### config.mk
export PLATFORM = sky130hd
export DESIGN_NAME = pate_cell
export DESIGN_NICKNAME = d
export VERILOG_FILES = /design/src/rtl/pate_pkg.sv /design/src/rtl/pate_cell.sv
export SDC_FILE = /design/constraint.sdc
export NUM_CORES = 1
export LEC_CHECK = 0
export BUFFER_PORTS_ARGS = -buffer_cell sky130_fd_sc_hd__buf_4
export CAP_MARGIN = 20
export CORE_ASPECT_RATIO = 0.5
export CORE_UTILIZATION = 40
export CTS_BUF_LIST = sky130_fd_sc_hd__clkbuf_2
export DETAILED_ROUTE_END_ITERATION = 8
export PLACE_DENSITY = 0.79
export SLEW_MARGIN = 20
export SYNTH_ARGS = -nofsm -noshare
export SYNTH_HDL_FRONTEND = slang
export SYNTH_SLANG_ARGS = --single-unit
### constraint.sdc
create_clock -name i_clk -period 3.95 [get_ports i_clk]
set_input_delay 0.395 -clock i_clk [delete_from_list [all_inputs] [get_ports i_clk]]
set_output_delay 0.395 -clock i_clk [all_outputs]
set_load 0.05 [all_outputs]
### src/rtl/pate_pkg.sv
// ============================================================================
// pate_pkg - shared types and constants for the positional array table engine
// Item and result structs, operation and status codes, cell commands, FSM states.
// ============================================================================
package pate_pkg;

    localparam int DEPTH_DEF = 64;
    localparam int WORD_W    = 32;

    typedef enum logic [1:0] {
        OP_INSERT = 2'd0,
        OP_DELETE = 2'd1,
        OP_SEARCH = 2'd2,
        OP_SORTED = 2'd3
    } t_op;

    localparam logic [1:0] ST_OK       = 2'd0;
    localparam logic [1:0] ST_BADPOS   = 2'd1;
    localparam logic [1:0] ST_FULL     = 2'd2;
    localparam logic [1:0] ST_NOTFOUND = 2'd3;

    typedef struct packed {
        t_op                       operation;
        logic [6:0]                position;
        logic signed [WORD_W-1:0]  value;
    } t_in_item;

    typedef struct packed {
        logic [1:0] status;
        logic [5:0] found_index;
        logic [6:0] entry_count;
    } t_out_item;

    typedef enum logic [2:0] {
        CELL_HOLD,
        CELL_INS,
        CELL_DEL,
        CELL_CMP_EQ,
        CELL_CMP_GT,
        CELL_SHIFT
    } t_cell_op;

    typedef struct packed {
        t_cell_op                  op;
        logic signed [WORD_W-1:0]  word;
    } t_cell_cmd;

    typedef enum logic [1:0] {
        S_IDLE,
        S_DECIDE,
        S_SCAN
    } t_state;

endpackage

### src/rtl/pate_cell.sv
// ============================================================================
// pate_cell - one slot of the table
// Holds one entry and one match flag; shifts with its neighbors on command.
// ============================================================================
module pate_cell #(
    parameter int INDEX = 0,
    parameter int IW    = 6
) (
    input  logic                                  i_clk,
    input  pate_pkg::t_cell_cmd                   i_cmd,
    input  logic [IW-1:0]                         i_idx,
    input  logic signed [pate_pkg::WORD_W-1:0]    i_left_entry,
    input  logic signed [pate_pkg::WORD_W-1:0]    i_right_entry,
    input  logic                                  i_right_flag,
    output logic signed [pate_pkg::WORD_W-1:0]    o_entry,
    output logic                                  o_flag
);
    import pate_pkg::*;

    logic signed [WORD_W-1:0] r_entry, n_entry;
    logic                     r_flag, n_flag;
    logic [IW-1:0]            w_my_idx;

    assign w_my_idx = IW'(INDEX);

    always_comb begin
        n_entry = r_entry;
        n_flag  = r_flag;
        case (i_cmd.op)
            CELL_INS: begin
                if (w_my_idx > i_idx) begin
                    n_entry = i_left_entry;
                end else if (w_my_idx == i_idx) begin
                    n_entry = i_cmd.word;
                end
            end
            CELL_DEL: begin
                if (w_my_idx >= i_idx) begin
                    n_entry = i_right_entry;
                end
            end
            CELL_CMP_EQ: n_flag = (r_entry == i_cmd.word);
            CELL_CMP_GT: n_flag = (r_entry > i_cmd.word);
            CELL_SHIFT:  n_flag = i_right_flag;
            default: begin
                n_entry = r_entry;
                n_flag  = r_flag;
            end
        endcase
    end

    always_ff @(posedge i_clk) begin
        r_entry <= n_entry;
        r_flag  <= n_flag;
    end

    assign o_entry = r_entry;
    assign o_flag  = r_flag;

endmodule

# After elaboration in Yosys (flattened, before gate mapping)
# Index checks and enable logic that the tools add are counted.
[totals]
memories = 0
ff_bits = 33
latchBits = 0
out_inout_bits = 33
wordCells = 22
ram_bits = 0
romBits = 0
[classes]
n_lt_le_gt_ge = 3
bitwise_logic = 0
n_addsub = 0
shift = 0
n_eq_ne = 8
n_reduce_logical = 4
muxes = 5
div_mod_pow = 0
multipliers = 0
[ops]
columns = ["op", "n"]
rows = [
  ["two-way mux 32 bit", 3],
  ["one-hot mux 32 bit (2 select lines)", 1],
  ["== test 32 bit", 1],
  ["greater-than comparator 32 bit", 1],
  ["== test 3 x 2 -> 1 bit, second input constant", 2],
  ["== test 3 bit, second input constant", 2],
  ["greater-or-equal comparator 1 x 6 -> 1 bit, first input constant", 1],
  ["greater-than comparator 1 x 6 -> 1 bit, first input constant", 1],
  ["zero test 6 bit", 1],
  ["== test 3 x 1 -> 1 bit, second input constant", 1],
  ["inequality test 3 bit, second input constant", 1],
  ["one-hot mux 1 bit (3 select lines)", 1],
  ["AND reduction 3 bit", 1],
  ["nonzero test 3 bit", 1],
  ["inequality test 2 bit, second input constant", 1],
  ["nonzero test 2 bit", 1],
]

# Depth between registers and ports, before layout
[logic_depth]
word_depth = 4
ltp_mapped = 8
depth_no_buf = 8

# Worst setup path after synthesis
# OpenSTA, ideal clock, no wires.
[synth_timing]
path_type = "input-to-reg"
start = "input port i_cmd[34] (netlist name)"
end = "register r_entry[0] (netlist: o_entry[0]), enable pin"
path_slack_ps = -339
arrival_ps = 3784
stages = 3
required_time_ps = 3445
setup_time_ps = 505
path_cell_list = "nor4_1 nand2_1 nor4_1"
[synth_between]
elab_chain_len = 3
word_cells_on_any_way = 6
classes_between = "eq/ne: 4; reduce/logical: 2"
[synth_rtl]
columns = ["item", "line_no", "source"]
rows = [
  ["start: declaration", "pate_cell.sv:10", "input pate_pkg::t_cell_cmd i_cmd,"],
  ["== test 3 x 1 -> 1 bit / == test 3 x 2 -> 1 bit (equally long branches)", "pate_cell.sv:29", "case (i_cmd.op)"],
  ["inequality test 3 bit (no line), or another cell as far along", "-", ""],
  ["AND reduction 3 bit (no line) (*)", "-", ""],
  ["end signal: assignment", "pate_cell.sv:53", "r_entry <= n_entry;"],
  ["end: declaration", "pate_cell.sv:20", "logic signed [WORD_W-1:0] r_entry, n_entry;"],
]
# Every way passes the cells marked *; elsewhere a longest branch is shown, timed or not.
# A chain may end at the register's enable or synchronous reset.

# Worst setup path in the final report
[layout_timing]
start = "register r_entry[31] (netlist: o_entry[31])"
end = "register r_flag (netlist: o_flag), data pin"
[layout_between]
elab_chain_len = 2
word_cells_on_any_way = 3
classes_between = "order compare: 1; eq/ne: 1; mux: 1"
[layout_rtl]
columns = ["item", "line_no", "source"]
rows = [
  ["greater-than comparator 32 bit / == test 32 bit (equally long branches)", "pate_cell.sv:43, pate_cell.sv:42", ""],
  ["one-hot mux 1 bit (3 select lines) (*)", "pate_cell.sv:29", ""],
  ["net n_flag", "pate_cell.sv:21", "logic r_flag, n_flag;"],
  ["end signal: assignment", "pate_cell.sv:54", "r_flag <= n_flag;"],
  ["end: declaration", "pate_cell.sv:21", ""],
]
# Mark *: on every way through the listed nets, which the timed path passes. The rest lies on a longest branch.

==> flow_summary.toml <==
[sta]
max-slew-margin-rel_pct = 44.4
timing.fmax_mhz = 378
finalHoldViolCount = 0
hold_slack_ns = 0.263
worst_pin_slew_ns = 0.830
rsz0062_at_grt = "no"
layout_min_cycle_time_ns = 2.65
layout_setup_ws_ns = 1.30
slew_viol_final = 0
fin_setup_tns_ns = 0
period_share_pct = 67.0
setup_viol = 0
fin_worst_skew_ns = 0.0226

[worst_setup_path]
crit_start = "o_entry[31]"
crit_type = "flip-flop to flip-flop"
crit_path_start_kind = "flip-flop"
cp.arrival_ns = 2.82
rr_startpoint = "o_entry[31]"
endpoint_kind = "flip-flop"
critical_path_required_ns = 4.13
worstPathMaxFanout = 5

[detailed_routing]
via_count = 2044
wl_per_cell_um = 13.5
drt-initial-drc-count = 93
drc = 0
dr.pass1.iters = 4
routed_wl_um = 5570
vias_per_cell = 4.95
ant_nets = 0

[synth]
yosysMostFrequentCell = "nand2_1"
synth.yosys.seq_area_share_pct = 44.7
ys.flop_type = "edfxtp_1"
ys_seq_elements = 33
ys_async_sr_fraction_pct = 0
avgSynthCellArea_um2 = 9.56
netlist_area_um2 = 2220
synth_top_area_cell = "edfxtp_1"
synth.net_count = 371
synth_top_area_share_pct = 44.7
synth_cell_types = 31
yosys_warnings = 0
synthCells = 232
yosys-top-cells-area = "edfxtp_1, ha_1, o21ai_0"
synth-edff-count = 33
synth_common_cells = "nand2_1, edfxtp_1, o21ai_0"

[die]
ios = 140
die_h_um = 54.6
start_util_pct = 43.2
core_area_um2 = 5130
die-area_um2 = 5860
rows = 18
die_w_um = 107

[layout]
fillers = 438
area_growth_syn_to_layout_pct = 42.6
postLayoutCoreUtil_pct = 61.6
fin_nets = 482
final_area_um2 = 3160
drive_gt1_share_pct = 35.9
n_antenna_cell = 0

[grt]
grt_pass1_wl_um = 8340
track_usage_pct = 18.8
antenna_found_initial = 0
gr-total-overflow = 0
grt_pass1_vias = 1926
grt_start_max_net_pins = 33

[clocking]
path_clk_slew_ns = 0.18
clockBufferDepth = 2
postCtsHoldBufs = 0
cts_resized = 0
post_cts_buffers = 0
htreeDepth = 2
cts-root-buf = "clkbuf_2"
cts_sinks = 33
clk_latency_ns = 0.39
cts_tree = "done"
cts_buffers = 5

[placement]
gp_congestion = 0.798
io_buffers = 107
dpl_cell_area_um2 = 3130
dp_slack_ns = 1.22
dp_hpwl_um = 4490

[status]
status = "finished clean"

[power]
peakVddDrop_v = 0.000102
p_per_area_nw_per_um2 = 219
p_leak_nw = 1.46

[worst_hold_path]
hp-class = "input pin to flip-flop"
hp-start = "i_right_entry[14]"

[job]
cap_violations = 0
-- per-layer routing --
metal | track usage [%] | part of all wire (%)
met1 | 21.8 | 41
met2 | 36.7 | 53
met3 | 3.33 | 5.4
met4 | 6.16 | 1.1
met5 | 0 | 0
-- report_power, final --
part | internal [mW] | switching, mW | total, mW
combinational | 0.0787 | 0.0647 | 0.143
sequential | 0.389 | 0.000957 | 0.390
clock | 0.0412 | 0.119 | 0.160
-- cell families (layout without fill, tap and decap cells) --
logic type | count (synthesis) | count (layout) | share of synthesized area [%]
AOI/OAI and AO/OA | 57 | 57 | 14.1
xor gates and xnor gates | 1 | 1 | 0.395
adders and majority gates | 32 | 32 | 18.1
buffers and inverters | 38 | 149 | 6.43
DFF | 33 | 33 | 44.7
muxes | 1 | 1 | 0.508
and+or+nand+nor | 70 | 70 | 15.8
-- layout make-up --
type | count | area [µm²] | area share (%)
multi-input cells | 161 | 1100 | 34.9
flip-flops and latches | 33 | 991 | 31.3
repair buffers | 110 | 826 | 26.1
inverters | 32 | 120 | 3.80
well taps | 70 | 87.6 | 2.77
clock buffers | 6 | 30.0 | 0.950
clock inverters | 1 | 3.75 | 0.119
-- registers in the layout, indices dropped and copies added, names as in the netlist --
name / flops
o_entry: 32
o_flag: 1
-- layout by cell type, fill, tap and decap left out, drive strengths merged, types with 3 or more instances in the layout --
cell    count
nand2      39
nand3       6
nand4       8
clkbuf      6
a21oi      14
nor2        3
inv        32
ha         32
buf       110
o21ai      34
edfxtp     33
-- critical path: stages (launching register included) --
cell	delay [ns]
edfxtp_1	0.44
ha_1	0.39
nand4_2	0.14
or4_1	0.60
or4_4	0.58
a41oi_1	0.21
nand2_1	0.07
-- path summary, 6_finish.rpt --
kind	cells past startpoint	endpoint	slack, ns
max reg2reg	6	o_flag	1.30
min	3	o_entry[14]	0.26
min reg2reg	3	o_flag	0.90
max	6	o_flag	1.30
-- metrics by stage --
stage                     cells  power, mW
final                       413      0.694
after floorplan             232      0.464
after global routing        413      0.725
after global placement      406      0.536
after detailed placement    406      0.541
after CTS                   413      0.698
(Power assumes the default switching activity.)
