$ cat src/rtl/pate_pkg.sv
// ============================================================================
// pate_pkg - shared types and constants for the positional array table engine
// Item and result structs, operation and status codes, cell commands, FSM states.
// ============================================================================
package pate_pkg;

    localparam int DEPTH_DEF = 64;
    localparam int WORD_W    = 32;

    typedef enum logic [1:0] {
        OP_INSERT = 2'd0,
        OP_DELETE = 2'd1,
        OP_SEARCH = 2'd2,
        OP_SORTED = 2'd3
    } t_op;

    localparam logic [1:0] ST_OK       = 2'd0;
    localparam logic [1:0] ST_BADPOS   = 2'd1;
    localparam logic [1:0] ST_FULL     = 2'd2;
    localparam logic [1:0] ST_NOTFOUND = 2'd3;

    typedef struct packed {
        t_op                       operation;
        logic [6:0]                position;
        logic signed [WORD_W-1:0]  value;
    } t_in_item;

    typedef struct packed {
        logic [1:0] status;
        logic [5:0] found_index;
        logic [6:0] entry_count;
    } t_out_item;

    typedef enum logic [2:0] {
        CELL_HOLD,
        CELL_INS,
        CELL_DEL,
        CELL_CMP_EQ,
        CELL_CMP_GT,
        CELL_SHIFT
    } t_cell_op;

    typedef struct packed {
        t_cell_op                  op;
        logic signed [WORD_W-1:0]  word;
    } t_cell_cmd;

    typedef enum logic [1:0] {
        S_IDLE,
        S_DECIDE,
        S_SCAN
    } t_state;

endpackage

$ cat src/rtl/pate_ctrl.sv
// ============================================================================
// pate_ctrl - command sequencer for the table
// Checks positions and fill, drives cell commands, walks the flag chain.
// ============================================================================
module pate_ctrl #(
    parameter int DEPTH = pate_pkg::DEPTH_DEF,
    parameter int IW    = $clog2(DEPTH)
) (
    input  logic                  i_clk,
    input  logic                  i_rst_n,
    input  logic                  start,
    input  pate_pkg::t_in_item    i_item,
    output logic                  busy,
    output logic                  o_done,
    output pate_pkg::t_out_item   o_result,
    output pate_pkg::t_cell_cmd   o_cell_cmd,
    output logic [IW-1:0]         o_cell_idx,
    input  logic                  i_head_flag
);
    import pate_pkg::*;

    localparam int CW = $clog2(DEPTH + 1);
    localparam int WW = ((CW > 7) ? CW : 7) + 1;

    t_state                   r_state, n_state;
    t_op                      r_op, n_op;
    logic [6:0]               r_pos, n_pos;
    logic signed [WORD_W-1:0] r_key, n_key;
    logic [CW-1:0]            r_count, n_count;
    logic [CW-1:0]            r_step, n_step;
    logic                     r_done, n_done;
    t_out_item                r_result, n_result;

    logic [WW-1:0] w_pos;
    logic [WW-1:0] w_cnt;
    logic          w_full;

    assign w_pos  = WW'(r_pos);
    assign w_cnt  = WW'(r_count);
    assign w_full = (r_count == CW'(DEPTH));

    always_ff @(posedge i_clk) begin
        if (!i_rst_n) begin
            r_state <= S_IDLE;
            r_count <= '0;
            r_done  <= 1'b0;
        end else begin
            r_state <= n_state;
            r_count <= n_count;
            r_done  <= n_done;
        end
    end

    always_ff @(posedge i_clk) begin
        r_op     <= n_op;
        r_pos    <= n_pos;
        r_key    <= n_key;
        r_step   <= n_step;
        r_result <= n_result;
    end

    always_comb begin
        n_state         = r_state;
        n_op            = r_op;
        n_pos           = r_pos;
        n_key           = r_key;
        n_count         = r_count;
        n_step          = r_step;
        n_done          = 1'b0;
        n_result        = r_result;
        o_cell_cmd.op   = CELL_HOLD;
        o_cell_cmd.word = r_key;
        o_cell_idx      = '0;

        case (r_state)
            S_IDLE: begin
                if (start) begin
                    n_op    = i_item.operation;
                    n_pos   = i_item.position;
                    n_key   = i_item.value;
                    n_state = S_DECIDE;
                end
            end

            S_DECIDE: begin
                n_result.found_index = '0;
                case (r_op)
                    OP_INSERT: begin
                        n_done  = 1'b1;
                        n_state = S_IDLE;
                        if (w_pos == '0 || w_pos > w_cnt + WW'(1)) begin
                            n_result.status = ST_BADPOS;
                        end else if (w_full) begin
                            n_result.status = ST_FULL;
                        end else begin
                            o_cell_cmd.op   = CELL_INS;
                            o_cell_idx      = IW'(r_pos - 7'd1);
                            n_count         = r_count + CW'(1);
                            n_result.status = ST_OK;
                        end
                    end
                    OP_DELETE: begin
                        n_done  = 1'b1;
                        n_state = S_IDLE;
                        if (w_pos == '0 || w_pos > w_cnt) begin
                            n_result.status = ST_BADPOS;
                        end else begin
                            o_cell_cmd.op   = CELL_DEL;
                            o_cell_idx      = IW'(r_pos - 7'd1);
                            n_count         = r_count - CW'(1);
                            n_result.status = ST_OK;
                        end
                    end
                    OP_SEARCH: begin
                        o_cell_cmd.op = CELL_CMP_EQ;
                        n_step        = '0;
                        n_state       = S_SCAN;
                    end
                    default: begin
                        // sorted insert
                        if (w_full) begin
                            n_done          = 1'b1;
                            n_state         = S_IDLE;
                            n_result.status = ST_FULL;
                        end else begin
                            o_cell_cmd.op = CELL_CMP_GT;
                            n_step        = '0;
                            n_state       = S_SCAN;
                        end
                    end
                endcase
                n_result.entry_count = 7'(n_count);
            end

            S_SCAN: begin
                n_result.found_index = '0;
                if (r_step == r_count || i_head_flag) begin
                    n_done  = 1'b1;
                    n_state = S_IDLE;
                    if (r_op == OP_SEARCH) begin
                        if (r_step == r_count) begin
                            n_result.status = ST_NOTFOUND;
                        end else begin
                            n_result.status      = ST_OK;
                            n_result.found_index = 6'(r_step);
                        end
                    end else begin
                        // append at end, or in front of first greater entry
                        o_cell_cmd.op   = CELL_INS;
                        o_cell_idx      = IW'(r_step);
                        n_count         = r_count + CW'(1);
                        n_result.status = ST_OK;
                    end
                end else begin
                    o_cell_cmd.op = CELL_SHIFT;
                    n_step        = r_step + CW'(1);
                end
                n_result.entry_count = 7'(n_count);
            end

            default: begin
                n_state = S_IDLE;
            end
        endcase
    end

    assign busy     = (r_state != S_IDLE);
    assign o_done   = r_done;
    assign o_result = r_result;

endmodule

$ cat config.mk
export PLATFORM = sky130hd
export DESIGN_NAME = pate_ctrl
export DESIGN_NICKNAME = d
export VERILOG_FILES = /design/src/rtl/pate_pkg.sv /design/src/rtl/pate_ctrl.sv
export SDC_FILE = /design/constraint.sdc
export NUM_CORES = 1
export LEC_CHECK = 0
export BUFFER_PORTS_ARGS = -buffer_cell sky130_fd_sc_hd__buf_4
export CORE_MARGIN = 4
export CORE_UTILIZATION = 53
export DETAILED_ROUTE_END_ITERATION = 12
export PLACE_DENSITY = 0.91
export SLEW_MARGIN = 10
export SYNTH_ARGS = -nofsm -noshare
export SYNTH_HDL_FRONTEND = slang
export SYNTH_SLANG_ARGS = --single-unit
export TNS_END_PERCENT = 5
$ cat constraint.sdc
create_clock -name i_clk -period 3.9 [get_ports i_clk]
set_input_delay 0.195 -clock i_clk [delete_from_list [all_inputs] [get_ports i_clk]]
set_output_delay 0.195 -clock i_clk [all_outputs]
set_load 0.01 [all_outputs]
# == Word-level counts from Yosys, hierarchy flattened ==
# Index checks and enable logic that the tools add are counted.
# classes
addsub,5
n_mul,0
n_div,0
n_lt_le_gt_ge,2
n_eq_ne,13
shift,0
mux,46
bitwise_logic,0
n_reduce_logical,13
# ops
cell,count
$pmux 7 s2,4
$mux 7,7
$mux 6,7
$pmux 15 s2,1
$pmux 6 s2,2
$mux 2,9
$add 7x1->7 const B,2
$pmux 2 s3,2
$ne 2x2->1 const B,5
$pmux 3 s3,1
$add 7x1->8 const B,1
$gt 7x8->1,1
$logic_not 8->1,1
$mux 8,1
$reduce_and 4->1,2
$eq 7x7->1,1
$eq 7x7->1 const B,1
$gt 7x7->1,1
$sub 7x1->7 const B,1
$mux 1,6
$mux 3,2
$pmux 3 s2,1
$sub 6x1->6 const B,1
$eq 2x1->1 const B,2
10 further kinds,17
# word_totals
ff_bits,73
latch_bits,0
ramBits,0
rom_bits,0
input_bits,45
output_inout_bits,58
word_cells,89
mem_count,0

# == Depth between registers and ports, before layout ==
# logic_depth
ltp_word,6
ltp_mapped,13
mapped_depth_nobuf,12

# == Least setup slack after synthesis ==
# Ideal clock, no wire load.
# synth_path
kind,register to register
start,register r_count[0]
end,"register r_result (netlist bit o_result[2]), data pin"
setup_ps,266
arrival_time_ps,2543
path_slack_ps,1091
path_stages_with_launch,14
synth_period_minus_slack_ps,2809
cell_sequence,dfxtp_1 ha_1 clkbuf_1 nand2_1 xnor2_1 ha_1 nor2b_1 a21boi_0 nand4_1 a211oi_2 nor3_4 a32o_1 a221oi_1 a21oi_1
# synth_between
elab_chain_len,6
elab_cells_between_ends,17
# synth_rtl
item,line_no,source
from (decl),pate_ctrl.sv:29,"logic [CW-1:0] r_count, n_count;"
from (signal assigned),pate_ctrl.sv:49,r_count <= n_count;
$add 7x1->8,pate_ctrl.sv:91,if (w_pos == '0 || w_pos > w_cnt + WW'(1)) begin
$gt 7x8->1,pate_ctrl.sv:91,
$logic_or 1x1->1,pate_ctrl.sv:91,
$mux 7,pate_ctrl.sv:91,
$pmux 7 s2,pate_ctrl.sv:87,case (r_op)
$pmux 15 s2 (*),pate_ctrl.sv:75,case (r_state)
to (signal assigned),pate_ctrl.sv:59,r_result <= n_result;
to (decl),pate_ctrl.sv:32,"t_out_item r_result, n_result;"
# Mark *: on every way between the ends. The rest lies on a longest branch, timed or not.
# A chain may end at the register's enable or synchronous reset.

# == Worst setup path in the final report ==
# layout_path
start,register r_count[2]
end,output o_cell_idx[0]
# layout_between
elab_chain_len,6
elab_cells_between_ends,14
# layout_rtl
item,line_no,source
$add 7x1->8,pate_ctrl.sv:91,
$gt 7x8->1,pate_ctrl.sv:91,
$logic_or 1x1->1,pate_ctrl.sv:91,
$mux 6,pate_ctrl.sv:91,
$pmux 6 s2,pate_ctrl.sv:87,
$pmux 6 s2 (*),pate_ctrl.sv:75,
to (decl),pate_ctrl.sv:17,"output logic [IW-1:0] o_cell_idx,"
# Marked as above.

==> summary.md <==
| Metric | Value |
|---|---|
| Crit. End Element | primary output |
| Via count | 3379 |
| Vias in the first global route | 3393 |
| Vias per std cell | 5.91 |
| R2R depth | 12 |
| Multi-input gate area | 0.00179 mm² |
| Number of enable flip-flop cells after synthesis | 63 |
| CP max stage delay | 0.62 ns |
| Per-cell routed wire length | 18.7 µm |
| Global-route wire length before repair | 17.1 mm |
| Total CTS buffers | 9 |
| CP Cell Sequence | and2_4 > nand2_1 > xnor2_1 > ha_1 > or4_1 > nand4_1 > a211oi_2 > nor2_4 > nand4_1 > a21o_1 > o22ai_1 > buf_4 |
| Critical R2R Launch | r_count[2] |
| Most frequent cells in the layout | 108 x buf_4, 63 x edfxtp_1, 33 x nand2_1, 21 x xnor2_1, 21 x ha_1 |
| FILL cells | 499 |
| DRT iter0 DRCs | 302 |
| Nets | 534 |
| Reg-to-reg endpoint | o_result[2] |
| Worst Hold Depth | 1 |
| CP dominant cell by count | nand4_1 |
| # IOs | 103 |
| Post-Layout Cell Count | 572 |
| Die Y | 95.4 µm |
| # Post-CTS Setup Buffers | 0 |
| Number of distinct library cells after synthesis | 59 |
| Ant. Diodes | 0 |
| Final period util | 93.7% |
| Yosys reg bits | 73 |
| Worst-path maximum fanout | 12 |
| GPL Wtd Cong | 0.955 |
| Drt pass-1 iters | 5 |
| Dpl hpwl | 8.20 mm |
| Critical setup path kind | reg -> out |
| Final WL | 10.7 mm |
| Area of the die | 0.00910 mm² |
| # rows | 31 |
| Slew Limit Fails | 0 |
| PortBufs | 102 |
| Syn Nets | 433 |
| Sink Count | 73 |
| Clock transition at the registers of the reported paths | 0.08 ns |
| Syn-to-layout area delta | 26.7% |
| Min-Delay Startpoint | i_item[38] |
| CP bufs+invs | 1 |
| Reg-to-reg slack, setup | 0.70 ns |
| Top FF cell, synth | edfxtp_1 |
| Post-synthesis sequential area ratio | 51.7% |
| Ys async rst share | 0% |
| Worst Skew | 0.0132 ns |
| Commonest non-fill, non-tap cell in the layout | buf_4 |
| Die W | 95.4 µm |
| Worst Hold End | r_pos[6] |
| Post-Syn Instances | 367 |
| Worst VDD drop | 301 µV |
| Setup TNS Final | 0 ns |
| Pin count of the biggest net entering global routing | 42 |
| CTS Buffer Depth | 2 |
| Placed insts | 556 |
| Top post-synthesis cells by area | edfxtp_1 47%, ha_1 6.5%, dfxtp_1 4.9% |
| Fin. Hold Viols | 0 |
| Hold-fix buffers, CTS | 0 |
| Max cap viols | 0 |
| Core area | 0.00733 mm² |
| Clock latency on the worst-skew pair | 0.35 ns |
| CTS H-tree lvls | 3 |
| Finish-stage setup viols | 0 |
| CTS tree | built |
| Rel. slew slack | 40.8% |
| Fmax achieved | 274 MHz |
| Share of layout cells above drive strength 1 | 29.2% |
| Register Area | 0.00209 mm² |
| Pleak | 2.02 nW |
| YS warnings | 0 |
| Post-route antenna net violation count | 0 |
| Post-synth top area share | 46.7% |
| Total GRT Usage | 24.9% |
| Hold Crit Class | in -> reg |
| Arrival time at the worst endpoint | 3.46 ns |
| Initial antenna violation count | 0 |
| Syn avg cell area | 11.0 µm² |
| Outcome | finished clean |
| Data required, critical path | 3.70 ns |
| Mapped cell area | 0.00405 mm² |
| CTS root buf | clkbuf_8 |
| Slew at the pin closest to its max-slew limit | 0.887 ns |
| Grt total ovfl | 0 |
| Top cell type by total area after synthesis | edfxtp_1 |
| DRC | 0 |
| Power per cell area | 409 mW/mm² |
| Delay-heaviest family, CP | simple AND/OR/NAND/NOR gates |
| Critical path's slowest cell | dfxtp_1 |
| CP startpoint kind | flip-flop |
| RSZ-0062 raised after global routing | no |
| Min Tclk post-route | 3.65 ns |
| Initial core utilization | 55.2% |
==> where the power goes <==
part           total [mW]  switching (mW)  internal, mW  leakage, nW
clock network       0.715           0.273         0.443        0.124
logic               0.405           0.226         0.179         1.21
registers           0.981          0.0551         0.926        0.687
==> metal layers <==
| metal | track usage, % | share of wire, % | vias to the layer above | wire length [µm] |
|---|---|---|---|---|
| met5 | 0 | 0 | - | 0 |
| met4 | 11.4 | 2.7 | 0 | 289 |
| met3 | 8.92 | 12 | 30 | 1260 |
| met2 | 40.1 | 47 | 234 | 5060 |
| met1 | 30.0 | 38 | 1545 | 4090 |
| li1 | - | - | 1570 | - |
==> timing repair <==
item	in CTS	in global routing
endpoints found under the hold margin	0	0
gates resized for setup	0	2
endpoints found under the setup margin	0	1
==> state kept, by name (all words and copies together) (netlist names) <==
| register | flops |
|---|---|
| r_key | 32 |
| o_result | 15 |
| r_count | 7 |
| r_pos | 7 |
| r_step | 7 |
| r_op | 2 |
| r_state | 2 |
| o_done | 1 |
==> logic make-up (layout without fill, tap and decap cells) <==
kind of cell             after synthesis  in the layout  synth area share [%]
AO/OA/AOI/OAI                         80             80                  14.1
adder cells (fa/ha/maj)               21             21                  6.49
flip-flops                            73             73                  51.7
XOR/XNOR                              27             27                  5.84
AND/OR/NAND/NOR                      126            126                  16.9
buffers and inverters                 37            143                  4.26
multiplexers                           3              3                 0.772
==> worst max-delay path by stage <==
stage               start       endpoint  slack (ns)  cells after the start
6_report       r_count[2]  o_cell_idx[0]        0.25                     12
5_1_grt        r_count[2]  o_cell_idx[0]        0.06                     12
4_1_cts        r_count[1]  o_cell_idx[0]        0.16                     12
3_5_place_dp   r_count[1]  o_cell_idx[0]        0.57                     12
3_3_place_gp   r_count[1]  o_cell_idx[0]        0.66                     12
2_1_floorplan  r_count[0]    o_result[2]        1.09                     13
==> worst register-to-register path: stages (launching register included) <==
cell and delay (ns):
dfxtp_1 0.62, and2_4 0.27, nand2_1 0.08, xnor2_1 0.18
ha_1 0.22, nor2b_1 0.07, a21boi_0 0.16, nand4_1 0.13
a211oi_2 0.43, nor3_4 0.12, a32o_1 0.30, a221oi_1 0.31
a21oi_1 0.07
==> cell usage after synthesis, types with 8 or more instances <==
master and count:
edfxtp_1 63, nand2_1 33, ha_1 21, xnor2_1 21
inv_1 19, nand3_1 16, nor2_1 16, a21oi_1 15
o21ai_0 13, and2_1 12, clkbuf_1 11, dfxtp_1 10
nand4_1 10, o22ai_1 8
==> metrics by stage <==
stage | power, mW | util [%] | worst slack [ns] | instance area [µm²] | hold WS, ns
finish | 2.10 | 70.0 | 0.247 | 5130 | 0.0161
global placement | 1.38 | 66.6 | 0.661 | 4880 | 0.373
floorplan | 1.22 | - | 1.09 | 4050 | 0.294
global route | 2.19 | 70.0 | 0.0588 | 5130 | 0.000119
CTS | 2.11 | 70.0 | 0.155 | 5130 | 0.00241
detailed placement | 1.40 | 66.6 | 0.574 | 4880 | 0.374
==> layout make-up <==
class	count	share of cell area, %
flip-flops and latches	73	40.8
multi-input cells	257	34.8
repair buffers	108	15.8
clock buffers	11	2.75
well taps	99	2.41
clock inverters	5	2.02
inverters	19	1.39
Power figures use the tool's default switching activity.
